==> config.mk <==
export PLATFORM = sky130hd
export DESIGN_NAME = solenoid_outlet_test_sequencer
export DESIGN_NICKNAME = d
export VERILOG_FILES = /design/src/hw/rtl/sots_pkg.sv /design/src/hw/rtl/sots_cfg.sv /design/src/hw/rtl/sots_step.sv /design/src/hw/rtl/solenoid_outlet_test_sequencer.sv
export SDC_FILE = /design/constraint.sdc
export NUM_CORES = 1
export LEC_CHECK = 0
export ABC_AREA = 1
export BUFFER_PORTS_ARGS = -buffer_cell sky130_fd_sc_hd__buf_2
export CORE_MARGIN = 2
export CORE_UTILIZATION = 40
export CTS_CLUSTER_DIAMETER = 60
export DETAILED_ROUTE_END_ITERATION = 10
export GPL_TIMING_DRIVEN = 0
export SYNTH_ARGS = -nofsm -noshare
export SYNTH_HDL_FRONTEND = slang
export SYNTH_SLANG_ARGS = --single-unit
==> constraint.sdc <==
create_clock -name clk_i -period 4.25 [get_ports clk_i]
set_clock_uncertainty 0.1 [all_clocks]
set_input_delay 0.425 -clock clk_i [delete_from_list [all_inputs] [get_ports clk_i]]
set_output_delay 0.425 -clock clk_i [all_outputs]
set_load 0.01 [all_outputs]
==> src/hw/rtl/sots_pkg.sv <==
`default_nettype none

package sots_pkg;

  localparam int HOLD_W     = 16;
  localparam int NOW_W      = 32;
  localparam int CNT_W      = 32;
  localparam int DELTA_W    = 8;
  localparam int MASK_W     = 8;
  localparam int OUTLET_W   = 3;
  localparam int CFG_IDX_W  = 3;

  localparam int OUTLET_COUNT_DEF = 8;

  // display redraw on every eighth open action in endurance mode
  localparam int REFRESH_LSBS = 3;

  localparam logic [CFG_IDX_W-1:0] CFG_ROTATE_OPEN      = 3'd0;
  localparam logic [CFG_IDX_W-1:0] CFG_ROTATE_CLOSED    = 3'd1;
  localparam logic [CFG_IDX_W-1:0] CFG_SINGLE_OPEN      = 3'd2;
  localparam logic [CFG_IDX_W-1:0] CFG_SINGLE_CLOSED    = 3'd3;
  localparam logic [CFG_IDX_W-1:0] CFG_ENDURANCE_OPEN   = 3'd4;
  localparam logic [CFG_IDX_W-1:0] CFG_ENDURANCE_CLOSED = 3'd5;

  localparam logic [HOLD_W-1:0] RST_ROTATE_OPEN      = 16'd1000;
  localparam logic [HOLD_W-1:0] RST_ROTATE_CLOSED    = 16'd500;
  localparam logic [HOLD_W-1:0] RST_SINGLE_OPEN      = 16'd300;
  localparam logic [HOLD_W-1:0] RST_SINGLE_CLOSED    = 16'd500;
  localparam logic [HOLD_W-1:0] RST_ENDURANCE_OPEN   = 16'd300;
  localparam logic [HOLD_W-1:0] RST_ENDURANCE_CLOSED = 16'd100;

  typedef enum logic [1:0] {
    CMD_TICK  = 2'd0,
    CMD_START = 2'd1,
    CMD_STEP  = 2'd2,
    CMD_STOP  = 2'd3
  } cmd_e;

  typedef enum logic [1:0] {
    MODE_ROTATE    = 2'd0,
    MODE_SINGLE    = 2'd1,
    MODE_ENDURANCE = 2'd2,
    MODE_HALT      = 2'd3
  } mode_e;

  typedef struct packed {
    logic [HOLD_W-1:0] rotate_open;
    logic [HOLD_W-1:0] rotate_closed;
    logic [HOLD_W-1:0] single_open;
    logic [HOLD_W-1:0] single_closed;
    logic [HOLD_W-1:0] endurance_open;
    logic [HOLD_W-1:0] endurance_closed;
  } hold_cfg_t;

  typedef struct packed {
    logic [MASK_W-1:0]   drive_mask;
    logic [OUTLET_W-1:0] current_outlet;
    logic                pulse_open;
    logic [CNT_W-1:0]    cycles_done;
    logic                refresh_display;
  } result_t;

endpackage

`default_nettype wire

==> src/hw/rtl/sots_cfg.sv <==
`default_nettype none

module sots_cfg
  import sots_pkg::*;
(
  input  wire logic                 clk_i,
  input  wire logic                 rst_ni,
  input  wire logic                 cfg_we_i,
  input  wire logic [CFG_IDX_W-1:0] cfg_idx_i,
  input  wire logic [HOLD_W-1:0]    cfg_wdata_i,
  output hold_cfg_t                 hold_o
);

  hold_cfg_t hold_q, hold_d;

  always_comb begin
    hold_d = hold_q;
    if (cfg_we_i) begin
      case (cfg_idx_i)
        CFG_ROTATE_OPEN:      hold_d.rotate_open      = cfg_wdata_i;
        CFG_ROTATE_CLOSED:    hold_d.rotate_closed    = cfg_wdata_i;
        CFG_SINGLE_OPEN:      hold_d.single_open      = cfg_wdata_i;
        CFG_SINGLE_CLOSED:    hold_d.single_closed    = cfg_wdata_i;
        CFG_ENDURANCE_OPEN:   hold_d.endurance_open   = cfg_wdata_i;
        CFG_ENDURANCE_CLOSED: hold_d.endurance_closed = cfg_wdata_i;
        default:              hold_d = hold_q;   // unmapped index, dropped
      endcase
    end
  end

  always_ff @(posedge clk_i or negedge rst_ni) begin
    if (!rst_ni) begin
      hold_q.rotate_open      <= RST_ROTATE_OPEN;
      hold_q.rotate_closed    <= RST_ROTATE_CLOSED;
      hold_q.single_open      <= RST_SINGLE_OPEN;
      hold_q.single_closed    <= RST_SINGLE_CLOSED;
      hold_q.endurance_open   <= RST_ENDURANCE_OPEN;
      hold_q.endurance_closed <= RST_ENDURANCE_CLOSED;
    end else begin
      hold_q <= hold_d;
    end
  end

  assign hold_o = hold_q;

endmodule

`default_nettype wire

==> src/hw/rtl/sots_step.sv <==
`default_nettype none

module sots_step
  import sots_pkg::*;
#(
  parameter int OUTLET_COUNT = OUTLET_COUNT_DEF
) (
  input  wire logic               clk_i,
  input  wire logic               rst_ni,
  input  wire logic               en_i,
  input  cmd_e                    cmd_i,
  input  wire logic [NOW_W-1:0]   now_i,
  input  wire logic [1:0]         mode_i,
  input  wire logic [DELTA_W-1:0] delta_i,
  input  hold_cfg_t               hold_i,
  output result_t                 res_o
);

  localparam int IDX_W   = $clog2(OUTLET_COUNT);
  localparam int DELTA_N = 2 ** DELTA_W;

  mode_e                   mode_q, mode_d;
  logic                    init_q, init_d;
  logic [NOW_W-1:0]        last_q, last_d;
  logic                    open_q, open_d;
  logic [IDX_W-1:0]        idx_q, idx_d;
  logic [CNT_W-1:0]        cnt_q, cnt_d;
  logic [OUTLET_COUNT-1:0] drv_q, drv_d;

  logic                    refresh;
  logic [HOLD_W-1:0]       hold;
  logic [NOW_W-1:0]        elapsed;
  logic                    due;
  logic [IDX_W:0]          step_sum;
  logic [IDX_W-1:0]        delta_mod [DELTA_N];

  // encoder step reduced modulo the outlet count, one entry per raw code
  for (genvar g = 0; g < DELTA_N; g++) begin : g_dmod
    localparam int SV = (g >= DELTA_N / 2) ? g - DELTA_N : g;
    localparam int RM = ((SV % OUTLET_COUNT) + OUTLET_COUNT) % OUTLET_COUNT;
    assign delta_mod[g] = IDX_W'(RM);
  end

  function automatic logic [IDX_W-1:0] next_idx(input logic [IDX_W-1:0] i);
    logic [IDX_W-1:0] r;
    if (i == IDX_W'(OUTLET_COUNT - 1)) r = '0;
    else                               r = i + IDX_W'(1);
    return r;
  endfunction

  always_comb begin
    mode_d   = mode_q;
    init_d   = init_q;
    last_d   = last_q;
    open_d   = open_q;
    idx_d    = idx_q;
    cnt_d    = cnt_q;
    drv_d    = drv_q;
    refresh  = 1'b0;
    hold     = '0;
    elapsed  = '0;
    due      = 1'b0;
    step_sum = {1'b0, idx_q} + {1'b0, delta_mod[delta_i]};

    case (cmd_i)
      CMD_TICK: begin
        if (init_q) begin
          init_d = 1'b0;
          last_d = now_i;
          open_d = 1'b0;
          idx_d  = '0;
          cnt_d  = '0;
          if (mode_q != MODE_ENDURANCE) begin
            drv_d[0] = 1'b0;
            refresh  = 1'b1;
          end
        end

        case (mode_q)
          MODE_ROTATE:    hold = open_d ? hold_i.rotate_open    : hold_i.rotate_closed;
          MODE_SINGLE:    hold = open_d ? hold_i.single_open    : hold_i.single_closed;
          MODE_ENDURANCE: hold = open_d ? hold_i.endurance_open : hold_i.endurance_closed;
          default:        hold = '0;
        endcase

        // wrapping difference, so a rollover of the ms clock is harmless
        elapsed = now_i - last_d;
        due     = (mode_q != MODE_HALT) && (elapsed >= {{(NOW_W-HOLD_W){1'b0}}, hold});

        if (due) begin
          last_d = now_i;
          open_d = ~open_d;
          case (mode_q)
            MODE_ROTATE: begin
              if (open_d) idx_d = next_idx(idx_d);
              drv_d[idx_d] = open_d;
              refresh      = 1'b1;
            end
            MODE_SINGLE: begin
              drv_d   = open_d ? (OUTLET_COUNT'(1) << idx_d) : '0;
              refresh = 1'b1;
            end
            MODE_ENDURANCE: begin
              if (open_d) begin
                cnt_d   = cnt_d + CNT_W'(1);
                refresh = (cnt_d[REFRESH_LSBS-1:0] == '0);
              end else begin
                idx_d = next_idx(idx_d);
              end
              drv_d = open_d ? (OUTLET_COUNT'(1) << idx_d) : '0;
            end
            default: drv_d = drv_q;
          endcase
        end
      end

      CMD_START: begin
        mode_d = mode_e'(mode_i);
        init_d = 1'b1;
        cnt_d  = '0;
        open_d = 1'b0;
      end

      CMD_STEP: begin
        if (mode_q == MODE_SINGLE && delta_i != '0) begin
          if (step_sum >= (IDX_W+1)'(OUTLET_COUNT))
            idx_d = IDX_W'(step_sum - (IDX_W+1)'(OUTLET_COUNT));
          else
            idx_d = IDX_W'(step_sum);
          open_d  = 1'b0;
          last_d  = now_i;
          drv_d   = '0;
          refresh = 1'b1;
        end
      end

      CMD_STOP: drv_d = '0;

      default: drv_d = drv_q;
    endcase
  end

  always_ff @(posedge clk_i or negedge rst_ni) begin
    if (!rst_ni) begin
      mode_q <= MODE_ROTATE;
      init_q <= 1'b1;
      last_q <= '0;
      open_q <= 1'b0;
      idx_q  <= '0;
      cnt_q  <= '0;
      drv_q  <= '0;
    end else if (en_i) begin
      mode_q <= mode_d;
      init_q <= init_d;
      last_q <= last_d;
      open_q <= open_d;
      idx_q  <= idx_d;
      cnt_q  <= cnt_d;
      drv_q  <= drv_d;
    end
  end

  // wide rows show only the low outlets and the low index bits
  assign res_o.drive_mask      = MASK_W'(drv_d);
  assign res_o.current_outlet  = OUTLET_W'(idx_d);
  assign res_o.pulse_open      = open_d;
  assign res_o.cycles_done     = cnt_d;
  assign res_o.refresh_display = refresh;

endmodule

`default_nettype wire

==> src/hw/rtl/solenoid_outlet_test_sequencer.sv <==
// Channel  | Handshake                 | Payload
// ---------+---------------------------+---------------------------------------------
// in       | in_valid_i / in_ready_o   | command_i, now_ms_i, test_mode_i, step_delta_i
// out      | out_valid_o / out_ready_i | drive_mask_o, current_outlet_o, pulse_open_o,
//          |                           | cycles_done_o, refresh_display_o
// cfg      | cfg_we_i (no wait)        | cfg_idx_i, cfg_wdata_i
//
// One beat in, one beat out; a beat is taken every cycle when the output is drained.
// The path runs through the input register, then the step logic into the result register.
// A stalled result holds; the input register still takes one more beat meanwhile.
// Reset restores default hold times, closes all outlets and arms initialisation.
`default_nettype none

module solenoid_outlet_test_sequencer
  import sots_pkg::*;
#(
  parameter int OUTLET_COUNT = OUTLET_COUNT_DEF
) (
  input  wire logic                 clk_i,
  input  wire logic                 rst_ni,

  input  wire logic                 cfg_we_i,
  input  wire logic [CFG_IDX_W-1:0] cfg_idx_i,
  input  wire logic [HOLD_W-1:0]    cfg_wdata_i,

  input  wire logic                 in_valid_i,
  output logic                      in_ready_o,
  input  wire logic [1:0]           command_i,
  input  wire logic [NOW_W-1:0]     now_ms_i,
  input  wire logic [1:0]           test_mode_i,
  input  wire logic signed [DELTA_W-1:0] step_delta_i,

  output logic                      out_valid_o,
  input  wire logic                 out_ready_i,
  output logic [MASK_W-1:0]         drive_mask_o,
  output logic [OUTLET_W-1:0]       current_outlet_o,
  output logic                      pulse_open_o,
  output logic [CNT_W-1:0]          cycles_done_o,
  output logic                      refresh_display_o
);

  hold_cfg_t            hold;
  result_t              res, res_q;

  logic                 in_vld_q;
  cmd_e                 cmd_q;
  logic [NOW_W-1:0]     now_q;
  logic [1:0]           mode_q;
  logic [DELTA_W-1:0]   delta_q;
  logic                 out_vld_q;
  logic                 advance;

  assign advance    = in_vld_q && (!out_vld_q || out_ready_i);
  assign in_ready_o = !in_vld_q || advance;

  sots_cfg u_cfg (
    .clk_i       (clk_i),
    .rst_ni      (rst_ni),
    .cfg_we_i    (cfg_we_i),
    .cfg_idx_i   (cfg_idx_i),
    .cfg_wdata_i (cfg_wdata_i),
    .hold_o      (hold)
  );

  sots_step #(
    .OUTLET_COUNT (OUTLET_COUNT)
  ) u_step (
    .clk_i   (clk_i),
    .rst_ni  (rst_ni),
    .en_i    (advance),
    .cmd_i   (cmd_q),
    .now_i   (now_q),
    .mode_i  (mode_q),
    .delta_i (delta_q),
    .hold_i  (hold),
    .res_o   (res)
  );

  always_ff @(posedge clk_i or negedge rst_ni) begin
    if (!rst_ni) begin
      in_vld_q  <= 1'b0;
      out_vld_q <= 1'b0;
    end else begin
      if (in_ready_o) in_vld_q <= in_valid_i;
      if (advance)          out_vld_q <= 1'b1;
      else if (out_ready_i) out_vld_q <= 1'b0;
    end
  end

  always_ff @(posedge clk_i) begin
    if (in_valid_i && in_ready_o) begin
      cmd_q   <= cmd_e'(command_i);
      now_q   <= now_ms_i;
      mode_q  <= test_mode_i;
      delta_q <= step_delta_i;
    end
    if (advance) res_q <= res;
  end

  assign out_valid_o       = out_vld_q;
  assign drive_mask_o      = res_q.drive_mask;
  assign current_outlet_o  = res_q.current_outlet;
  assign pulse_open_o      = res_q.pulse_open;
  assign cycles_done_o     = res_q.cycles_done;
  assign refresh_display_o = res_q.refresh_display;

`ifndef SYNTHESIS
  a_adv_fills_out : assert property (@(posedge clk_i) disable iff (!rst_ni)
    advance |=> out_vld_q)
    else $error("processed beat did not reach the result register");

  a_held_in_kept : assert property (@(posedge clk_i) disable iff (!rst_ni)
    (in_vld_q && !advance) |=> in_vld_q)
    else $error("pending input beat lost");

  a_start_quiet : assert property (@(posedge clk_i) disable iff (!rst_ni)
    (advance && cmd_q == CMD_START) |-> !res.refresh_display)
    else $error("start command raised display refresh");

  a_stop_closes : assert property (@(posedge clk_i) disable iff (!rst_ni)
    (advance && cmd_q == CMD_STOP) |-> (res.drive_mask == '0))
    else $error("stop command left an outlet driven");
`endif

endmodule

`default_nettype wire

Yosys cells after proc, flatten, opt, wreduce, memory -nomap -nowiden
Memory sizes are Yosys's and may differ from the RTL's.
Index checks and enable logic that the tools add are counted.

word-level totals
  flip-flop bits (word level) = 266
  bits in read-only memories = 768
  input port bits = 68
  word-level logic and storage cells = 141
  memories kept = 1

operators by class
  add/sub/neg operators = 5
  $lt $le $gt $ge = 5
  eq/ne operators = 14
  shifts and indexed selects = 2
  muxes and demuxes = 61
  bitwise operators = 2
  reduce and logical (&&, ||, !) cells = 27

memories
  name             words  width  rd ports  clocked after Yosys merged registers in  wr ports  line             RTL
  (no name shown)  256    3      1         0                                        0         sots_step.sv:63  step_sum = {1'b0, idx_q} + {1'b0, delta_mod[delta_i]};

operator list
  operator                 count
  $mux W32                 9
  $pmux W32 S2             2
  $mux W16                 4
  $mux W3                  16
  $pmux W16 S3             1
  $pmux W8 S3              2
  $add A32 B1 Y32 const B  1
  $ge A32 B16 Y1           1
  $mux W8                  4
  $sub A32 B32 Y32         1
  $reduce_and A2 Y1        8
  $shl A1 B3 Y8 const A    2
  $mux W1                  15
  $pmux W3 S2              2
  $eq A3 B3 Y1 const B     3
  $ge A9 B9 Y1 const B     1
  $not A8 Y9               1
  $bwmux W8                1
  $reduce_bool A8 Y1       1
  $eq A2 B2 Y1 const B     3
  $eq A3 B2 Y1 const B     2
  $logic_not A3 Y1         2
  $pmux W1 S2              3
  $reduce_bool A2 Y1       3
  19 further kinds         28

Logic depth before layout (Yosys ltp)
Gate-level depths: netlist of the first run.

  depth in word-level cells = 17
  depth in mapped cells = 34
  gate-level depth less buffers = 30

By module
A second synthesis of the first run with hierarchy kept.

unflattened totals
  cells, all modules = 2457
  area total of the unflattened synthesis = 17167.7 um2

by module, submodules not included
  module                          times used  cells an instance  area each (um2)
  sots_step                       1           1931               10588.9
  sots_cfg                        1           425                3811.2
  solenoid_outlet_test_sequencer  1           101                2767.7

Worst setup path before layout of the first run
No wires, ideal clock.

  kind = register to register
  start point = register u_step.init_q
  end point = register res_q, in the netlist cycles_done_o[26], data pin
  setup time = 267 ps
  arrival time = 4127 ps
  required time = 3883 ps
  path slack = -244 ps
  stages on the path, launching flop included = 31
  cells stage by stage = dfstp_2 > buf_2 > buf_1 > clkbuf_1 > o21ai_0 > inv_1 > ha_1 > inv_1 > fa_1 > nand2_1 > a21oi_2 > nand2_1 > nand2_2 > nand2_2 > nand2_2 > xor2_1 > ha_1 > nand2_1 > nor2_1 > a211oi_1 > nand3_1 > nor2_1 > nand3_1 > nor2_1 > nand2_1 > nand2_2 > buf_6 > buf_4 > nand2_1 > nand3_1 > o21ai_0

RTL lines
  what                      line                                  RTL
  start: declaration        sots_step.sv:23                       logic init_q, init_d;
  start signal: assignment  sots_step.sv:154                      init_q <= init_d;
  end signal: assignment    solenoid_outlet_test_sequencer.sv:97  if (advance) res_q <= res;
  end: declaration          solenoid_outlet_test_sequencer.sv:43  result_t res, res_q;

==> results of run 1 <==
-- layout make-up --
type / count / share of cell area
Tap cell: 539 / 0.03053
Clock inverter: 17 / 0.008778
Clock buffer: 45 / 0.04129
Multi-Input combinational cell: 1711 / 0.4227
Timing Repair Buffer: 237 / 0.08971
Antenna cell: 1 / 0.0001133
Sequential cell: 266 / 0.3232
Buffer: 101 / 0.03290
Inverter: 297 / 0.05086
-- cell usage after synthesis, types with 7 or more instances --
| cell | number |
|---|---|
| a21oi_1 | 29 |
| buf_1 | 17 |
| buf_2 | 9 |
| clkbuf_1 | 69 |
| dfrtp_1 | 147 |
| dfstp_2 | 30 |
| edfxtp_1 | 89 |
| ha_1 | 56 |
| inv_1 | 293 |
| nand2_1 | 748 |
| nand3_1 | 198 |
| nand3b_1 | 7 |
| nand4_1 | 21 |
| nor2_1 | 209 |
| nor3_1 | 34 |
| o21ai_0 | 285 |
| o21ai_1 | 16 |
| o22ai_1 | 35 |
| xor2_1 | 38 |
-- flip-flops by register name, indices dropped and copies added, names as in the netlist --
| signal | flops |
|---|---|
| u_cfg.hold_o | 96 |
| u_step.init_q | 1 |
| u_step.mode_q | 2 |
| out_valid_o | 1 |
| refresh_display_o | 1 |
| pulse_open_o | 1 |
| cycles_done_o | 32 |
| delta_q | 8 |
| current_outlet_o | 3 |
| u_step.cnt_q | 32 |
| drive_mask_o | 8 |
| now_q | 32 |
| cmd_q | 2 |
| u_step.last_q | 32 |
| u_step.open_q | 1 |
| mode_q | 2 |
| u_step.drv_q | 8 |
| u_step.idx_q | 3 |
| in_vld_q | 1 |
-- cell families (layout without fill, tap and decap cells) --
| logic type | count (synthesis) | count (layout) | synth area share |
|---|---|---|---|
| AOI/OAI and AO/OA | 381 | 381 | 0.1189 |
| muxes | 1 | 1 | 0.0006677 |
| and+or+nand+nor | 1230 | 1230 | 0.2978 |
| buffers and inverters | 403 | 697 | 0.09415 |
| xor gates and xnor gates | 41 | 41 | 0.02129 |
| other | 0 | 1 | 0 |
| DFF | 266 | 266 | 0.4233 |
| adders and majority gates | 58 | 58 | 0.04392 |
-- stage by stage --
| stage | TNS, ns | hold WS [ns] | total power, mW |
|---|---|---|---|
| floorplan | 0 | 0.02941 | 8.341 |
| global placement | -200.68 | 0.3561 | 10.18 |
| detailed placement | -148.10 | 0.3086 | 10.29 |
| CTS | -16.19 | 0.01006 | 14.23 |
| global route | -44.88 | 0.07499 | 16.48 |
| finish | -13.97 | 0.03705 | 15.28 |
-- worst min-delay path, delay by kind of cell --
kind,cells,cell delay (ns)
buf+inv,2,0.11
simple gates,2,0.11
-- repair_timing --
item                                    in CTS  in global routing
hold buffers                                45                  0
endpoints found under the setup margin     121                121
pin swaps                                   99                 80
cloned                                       6                  8
resized for setup                          282                158
hold endpoints to repair                    99                  0
buffers inserted                            36                 27
-- layer usage --
layer  vias to the layer above  GRT usage
met2                       653     0.4553
met4                         0    0.08916
met5                         -          0
li1                       8248          -
met1                      8272     0.3614
met3                       138    0.04294
-- worst min path at each step --
stage / slack, ns / start / to
after floorplan: 0.03 / rst_ni / in_vld_q$_DFFE_PN0N_
after global placement: 0.36 / u_step.last_q[11]$_DFFE_PN0P_ / u_step.last_q[11]$_DFFE_PN0P_
after detailed placement: 0.31 / rst_ni / u_step.last_q[27]$_DFFE_PN0P_
after CTS: 0.01 / out_ready_i / out_valid_o$_DFFE_PN0P_
after global routing: 0.07 / out_ready_i / out_valid_o$_DFFE_PN0P_
final: 0.04 / out_ready_i / out_valid_o$_DFFE_PN0P_
-- report_power, final --
group | total, mW | internal [mW] | switching, mW
clock network | 2.89 | 1.67 | 1.22
logic | 8.56 | 3.29 | 5.27
registers | 3.83 | 3.41 | 0.419
total | 15.3 | 8.37 | 6.91
==> flow_summary_export.csv, run 1 <==
group,metric,value,unit
status,outcome,"complete, but fails checks",
status,violations,"negative setup slack",
worst_setup_path,reg2reg_depth,29,
synth,netlist_area,16860,sq um
sta,min_period_over_period,1.053,
power_and_ir_drop,leakage,10.47,nW
detailed_routing,ant_nets,0,
detailed_routing,firstDrtPassIters,5,
flow_run,drv_cap,0,
global_route,antenna_found_initial,0,
cells_and_area,regArea,7139,sq um
clocking,clock-root-buffer,"clkbuf_16",
global_route,grt_pass1_vias,16730,
synth,syn_nets,2506,
sta,rsz0062_at_grt,"true",
worst_hold_path,hold_path_depth,4,
clocking,clk_pin_slew,0.06,ns
worst_setup_path,criticalPathCategory,"flip-flop to flip-flop",
worst_setup_path,r2r_setup_slack,-0.23,ns
clocking,cts_buffers,34,
placement,dp_slack,-1.477,ns
global_route,grt_overflow_total,0,
cells_and_area,nFillCells,4001,
worst_setup_path,startpoint_type,"flip-flop",
synth,synth.area.top_cells,"dfrtp_1 (22%), nand2_1 (17%), edfxtp_1 (16%)",
global_route,grt.total_usage,0.2722,
sta,fin_ws,-0.2269,ns
placement,place_area,18200,sq um
worst_setup_path,startpoint,"u_step.init_q$_DFFE_PN1P_",
sta,worst_pin_slew,1.063,ns
worst_setup_path,slowest_stage,"dfstp_2",
clocking,cts_tree,"built",
worst_setup_path,crit_buf_inv,7,
floorplanning,io-pin-count,115,
worst_setup_path,crit_cells,29,
detailed_routing,routedWlPerCell,18.95,um
cells_and_area,final_cells,3214,
clocking,htree_levels,2,
cells_and_area,fin_nets,2774,
worst_setup_path,r2r-end,"cycles_done_o[17]$_DFFE_PP_",
floorplanning,coreArea,41760,sq um
synth,synth-seq-cells,266,
cells_and_area,layout_commonest_cell,"nand2_1",
detailed_routing,drcViolationCount,0,
global_route,grt_max_degree,120,
cells_and_area,fin_area,22090,sq um
cells_and_area,area_growth,31.00,%
synth,synth-seq-area-share,0.4233,
floorplanning,chipHeight,209.3,um
placement,dp.cells,3036,
power_and_ir_drop,ir_drop,279.6,uV
sta,fmax,0.2234,GHz
detailed_routing,met3_length,4327,um
worst_setup_path,cp-end-kind,"flip-flop",
sta,relSlewSlack,0.2913,
worst_setup_path,worstSetupEndpoint,"cycles_done_o[17]$_DFFE_PP_",
clocking,worst_skew_pair.late_latency,0.57,ns
clocking,cts.sinks,266,
synth,syn_avg_cell_area,7.086,sq um
detailed_routing,dr_wl_met2,28530,um
worst_setup_path,arrival,4.64,ns
detailed_routing,viasPerCell,5.386,
synth,synth_top_area_frac,0.2181,
floorplanning,row_count,75,
global_route,grt_pass1_wl,93240,um
synth,syn_inst,2380,
placement,dp_hpwl,41490,um
cells_and_area,fin_util,0.5290,
detailed_routing,met1_length,25960,um
floorplanning,die_w,209.3,um
clocking,cts_buffer_depth,3,
floorplanning,die-area,43820,sq um
detailed_routing,vias,17310,
sta,period_needed,4.477,ns
cells_and_area,drive_gt1_frac,0.2173,
sta,final_hold_viol_count,0,
sta,setup_viol,120,
placement,io_buffers,114,
worst_setup_path,cp.required,4.42,ns
worst_setup_path,worst-path-max-fanout,7,
worst_setup_path,cp_slowest_stage_delay,0.59,ns
worst_setup_path,worst_path_most_repeated_cell,"nand2_1",
worst_hold_path,hold_path.class,"input port to flip-flop",
synth,synth_top_cell_by_area,"dfrtp_1",
synth,synth_cell_type_count,44,
worst_setup_path,crit_family,"simple AND/OR/NAND/NOR gates",
detailed_routing,routed.top_layer,"met4",
detailed_routing,wirelength,60910,um
synth,synthArstFlopShare,0.6654,
power_and_ir_drop,p_per_area,691.8,nW/um^2
synth,synthFlopType,"dfrtp_1",
worst_setup_path,r2r_start,"u_step.init_q$_DFFE_PN1P_",
synth,yosysWarnings,0,
sta,slew_viol_final,0,
cells_and_area,layout_common_cells,"nand2_1 (679), inv_1 (289), o21ai_0 (237), nor2_1 (193), dfrtp_1 (147)",
floorplanning,start_util,0.4039,
detailed_routing,drt_iter0_drc,1484,
cells_and_area,multi_input_comb_area,9338,sq um
synth,synth_edf_count,89,
placement,routabilityCongestion,0.9805,
Note: power is estimated with default switching activity, not from simulation.
==> inputs of run 2 (changes only) <==
--- a/config.mk
+++ b/config.mk
@@ -8,10 +8,12 @@
 export ABC_AREA = 1
 export BUFFER_PORTS_ARGS = -buffer_cell sky130_fd_sc_hd__buf_2
 export CORE_MARGIN = 2
-export CORE_UTILIZATION = 40
+export CORE_UTILIZATION = 35
 export CTS_CLUSTER_DIAMETER = 60
 export DETAILED_ROUTE_END_ITERATION = 10
 export GPL_TIMING_DRIVEN = 0
+export PLACE_DENSITY = 0.58
 export SYNTH_ARGS = -nofsm -noshare
 export SYNTH_HDL_FRONTEND = slang
+export SYNTH_HIERARCHICAL = 1
 export SYNTH_SLANG_ARGS = --single-unit
==> run 2 against run 1 <==
Net effect: the run still ends with negative setup slack left; combinational power fell by 26%; critical path type unchanged; global-route usage fell by 2.3 points; worst hold slack got worse by 0.0029 ns; sequential cell count did not move; total power fell by 14%; design area rose by 3.9%; first-iteration DRC count rose by 4.9%; synthesized cell count rose by 3.2%; die area rose by 16%; count of clock-buffer cells in the layout rose by 3; largest cell class unchanged; via count rose by 2.6%; critical endpoint is now cycles_done_o[27]$_DFFE_PP_.
==> flow_summary_export.csv, run 2 <==
group,metric,value,unit
placement,dp_hpwl,44300,um
worst_setup_path,r2r_setup_slack,-0.53,ns
worst_setup_path,worst_path_most_repeated_cell,"nand2_1",
global_route,top_usage_layer,"met2",
synth,synthFlopType,"dfrtp_1",
synth,netlist_area,17170,sq um
clocking,cts.sinks,266,
global_route,grt_pass1_vias,17470,
cells_and_area,layout_common_cells,"nand2_1 (834), inv_1 (268), nor2_1 (205), dfrtp_1 (147), o21ai_0 (135)",
sta,fmax,0.2094,GHz
synth,yosysMostFrequentCell,"nand2_1",
worst_setup_path,reg2reg_depth,29,
synth,synth-seq-cells,266,
clocking,worst_skew_pair.late_latency,0.57,ns
power_and_ir_drop,ir_drop,306.3,uV
clocking,clock-root-buffer,"clkbuf_16",
cells_and_area,drive_gt1_frac,0.2352,
sta,tns,-49.94,ns
detailed_routing,viasPerCell,5.229,
floorplanning,die-area,50840,sq um
worst_setup_path,r2r-end,"cycles_done_o[27]$_DFFE_PP_",
placement,routabilityCongestion,0.9714,
clocking,clk_pin_slew,0.06,ns
worst_setup_path,crit_buf_inv,8,
sta,min_period_over_period,1.124,
worst_setup_path,criticalPathCategory,"flip-flop to flip-flop",
floorplanning,coreArea,48650,sq um
global_route,grt_max_degree,105,
sta,setup_viol,121,
worst_hold_path,hold_path.class,"input port to flip-flop",
worst_hold_path,min_from,"cfg_wdata_i[4]",
power_and_ir_drop,finalPower,13.09,mW
clocking,cts_tree,"built",
worst_setup_path,slowest_stage,"dfstp_2",
worst_hold_path,hold_path_depth,3,
sta,worst_pin_slew,1.119,ns
synth,synth-seq-area-share,0.4159,
synth,synth.area.top_cells,"dfrtp_1 (21%), nand2_1 (20%), edfxtp_1 (16%)",
sta,final_hold_viol_count,0,
clocking,htree_levels,2,
cells_and_area,largest_register_ffs,96,
power_and_ir_drop,leakage,11.09,nW
sta,slew_viol_final,0,
worst_setup_path,cp.required,4.43,ns
detailed_routing,vias,17770,
detailed_routing,wirelength,62970,um
worst_setup_path,startpoint_type,"flip-flop",
global_route,groute.layer.met3.usage,0.03155,
synth,synth_cell_type_count,46,
global_route,grtUsageMet2,0.4159,
global_route,antenna_found_initial,0,
sta,period_needed,4.776,ns
detailed_routing,firstDrtPassIters,5,
worst_setup_path,r2r_start,"u_step/init_q$_DFFE_PN1P_",
global_route,use_met1,0.3244,
clocking,cts_buffer_depth,3,
synth,syn_avg_cell_area,6.987,sq um
flow_run,drv_cap,0,
sta,rsz0062_at_grt,"true",
synth,synth_edf_count,89,
worst_setup_path,cp_slowest_stage_delay,0.62,ns
global_route,grt.total_usage,0.2488,
cells_and_area,fin_nets,2873,
global_route,grt_overflow_total,0,
worst_setup_path,crit_family,"buffers and inverters",
synth,yosys-top-cells-count,"nand2_1 (902), inv_1 (272), nand3_1 (227), nor2_1 (213), o21ai_0 (171)",
synth,syn_inst,2457,
worst_setup_path,arrival,4.95,ns
detailed_routing,drt_iter0_drc,1557,
floorplanning,row_count,81,
floorplanning,die_w,225.5,um
status,outcome,"complete, but fails checks",
sta,fin_ws,-0.5259,ns
detailed_routing,ant_nets,0,
detailed_routing,routedWlPerCell,18.53,um
floorplanning,io-pin-count,115,
detailed_routing,drcViolationCount,0,
synth,synthArstFlopShare,0.6654,
synth,syn_nets,2583,
global_route,grt_pass1_wl,97810,um
placement,io_buffers,114,
synth,synth_top_area_frac,0.2143,
floorplanning,start_util,0.3529,
sta,relSlewSlack,0.2542,
floorplanning,chipHeight,225.5,um
power_and_ir_drop,p_per_area,570.2,nW/um^2
status,violations,"negative setup slack",
worst_setup_path,cp-end-kind,"flip-flop",
worst_setup_path,worst-path-max-fanout,10,
cells_and_area,layout_commonest_cell,"nand2_1",
synth,synth_top_cell_by_area,"dfrtp_1",
synth,yosysWarnings,6,
clocking,cts_buffers,37,
cells_and_area,antenna_cells,0,
cells_and_area,area_growth,33.75,%
worst_hold_path,min_to,"u_cfg/hold_o[36]$_DFFE_PN1P_",
-- run 2: cell count changes after synthesis, moves of 13 or more --
cell,before,now
o21ai_1,16,36
clkbuf_1,69,55
nand3_1,198,227
buf_2,9,24
o21ai_0,285,171
nand2_1,748,902
inv_1,293,272
nor3_1,34,21
-- run 2: cells by family (layout without fill, tap and decap cells) --
| logic type | count (synthesis) | count (layout) | share of synthesized area |
|---|---|---|---|
| xor gates and xnor gates | 41 | 41 | 0.02092 |
| buffers and inverters | 382 | 701 | 0.09023 |
| DFF | 266 | 266 | 0.4159 |
| and+or+nand+nor | 1419 | 1419 | 0.3396 |
| adders and majority gates | 58 | 58 | 0.04315 |
| AOI/OAI and AO/OA | 291 | 291 | 0.09030 |
-- run 2: worst min-delay path, stage by stage --
cell,delay (ns)
buf_2,0.15
nand2_1,0.08
nand2_1,0.05
-- run 2: cell type report --
type	instances	area (sq um)
inverter	282	1079
clock buffer	48	1008
multi-input combinational	1809	9927
timing repair buffer	257	2120
clock inverter	20	250.2
sequential	266	7139
buffer	94	660.6
fill	4814	25680
tap	622	778.2
-- run 2: power by group --
part,internal [mW],total (mW),switching [mW]
clock network,1.95,3.20,1.25
registers,3.25,3.57,0.321
logic,2.46,6.33,3.87
total,7.66,13.1,5.44
-- run 2: timing repair --
action	4_1_cts	5_1_grt
endpoints found under the setup margin	121	121
endpoints found under the hold margin	118	0
resized for setup	243	189
cloned	6	4
hold buffers	46	0
pin swaps	99	93
setup buffers	72	16
-- run 2: layer usage --
metal	vias up	part of all wire
met3	146	0.061
li1	8475	-
met5	-	0
met4	0	0.039
met2	643	0.47
met1	8504	0.43
-- run 2: metrics by stage --
step / utilization / worst slack, ns / hold WS, ns / area [sq um] / std cells
floorplan: - / -0.07808 / 0.02941 / 17230 / 2457
global placement: 0.3820 / -2.099 / 0.3490 / 18580 / 3193
detailed placement: 0.3837 / -1.577 / 0.3527 / 18670 / 3196
CTS: 0.4535 / -0.4804 / 0.007478 / 22060 / 3385
global route: 0.4720 / -0.7135 / 0.02811 / 22960 / 3398
finish: 0.4720 / -0.5259 / 0.03415 / 22960 / 3398
-- run 2: worst max path at each step --
stage                                    to  slack [ns]                      start  depth (start not counted)
2_1_floorplan   refresh_display_o$_DFFE_PP_       -0.08  u_step/init_q$_DFFE_PN1P_                         34
3_3_place_gp   u_step/cnt_q[29]$_DFFE_PN0P_       -2.10                out_ready_i                          9
3_5_place_dp    cycles_done_o[27]$_DFFE_PP_       -1.58  u_step/init_q$_DFFE_PN1P_                         25
4_1_cts         cycles_done_o[29]$_DFFE_PP_       -0.48  u_step/init_q$_DFFE_PN1P_                         31
5_1_grt          cycles_done_o[2]$_DFFE_PP_       -0.71  u_step/init_q$_DFFE_PN1P_                         30
6_report        cycles_done_o[27]$_DFFE_PP_       -0.53  u_step/init_q$_DFFE_PN1P_                         29
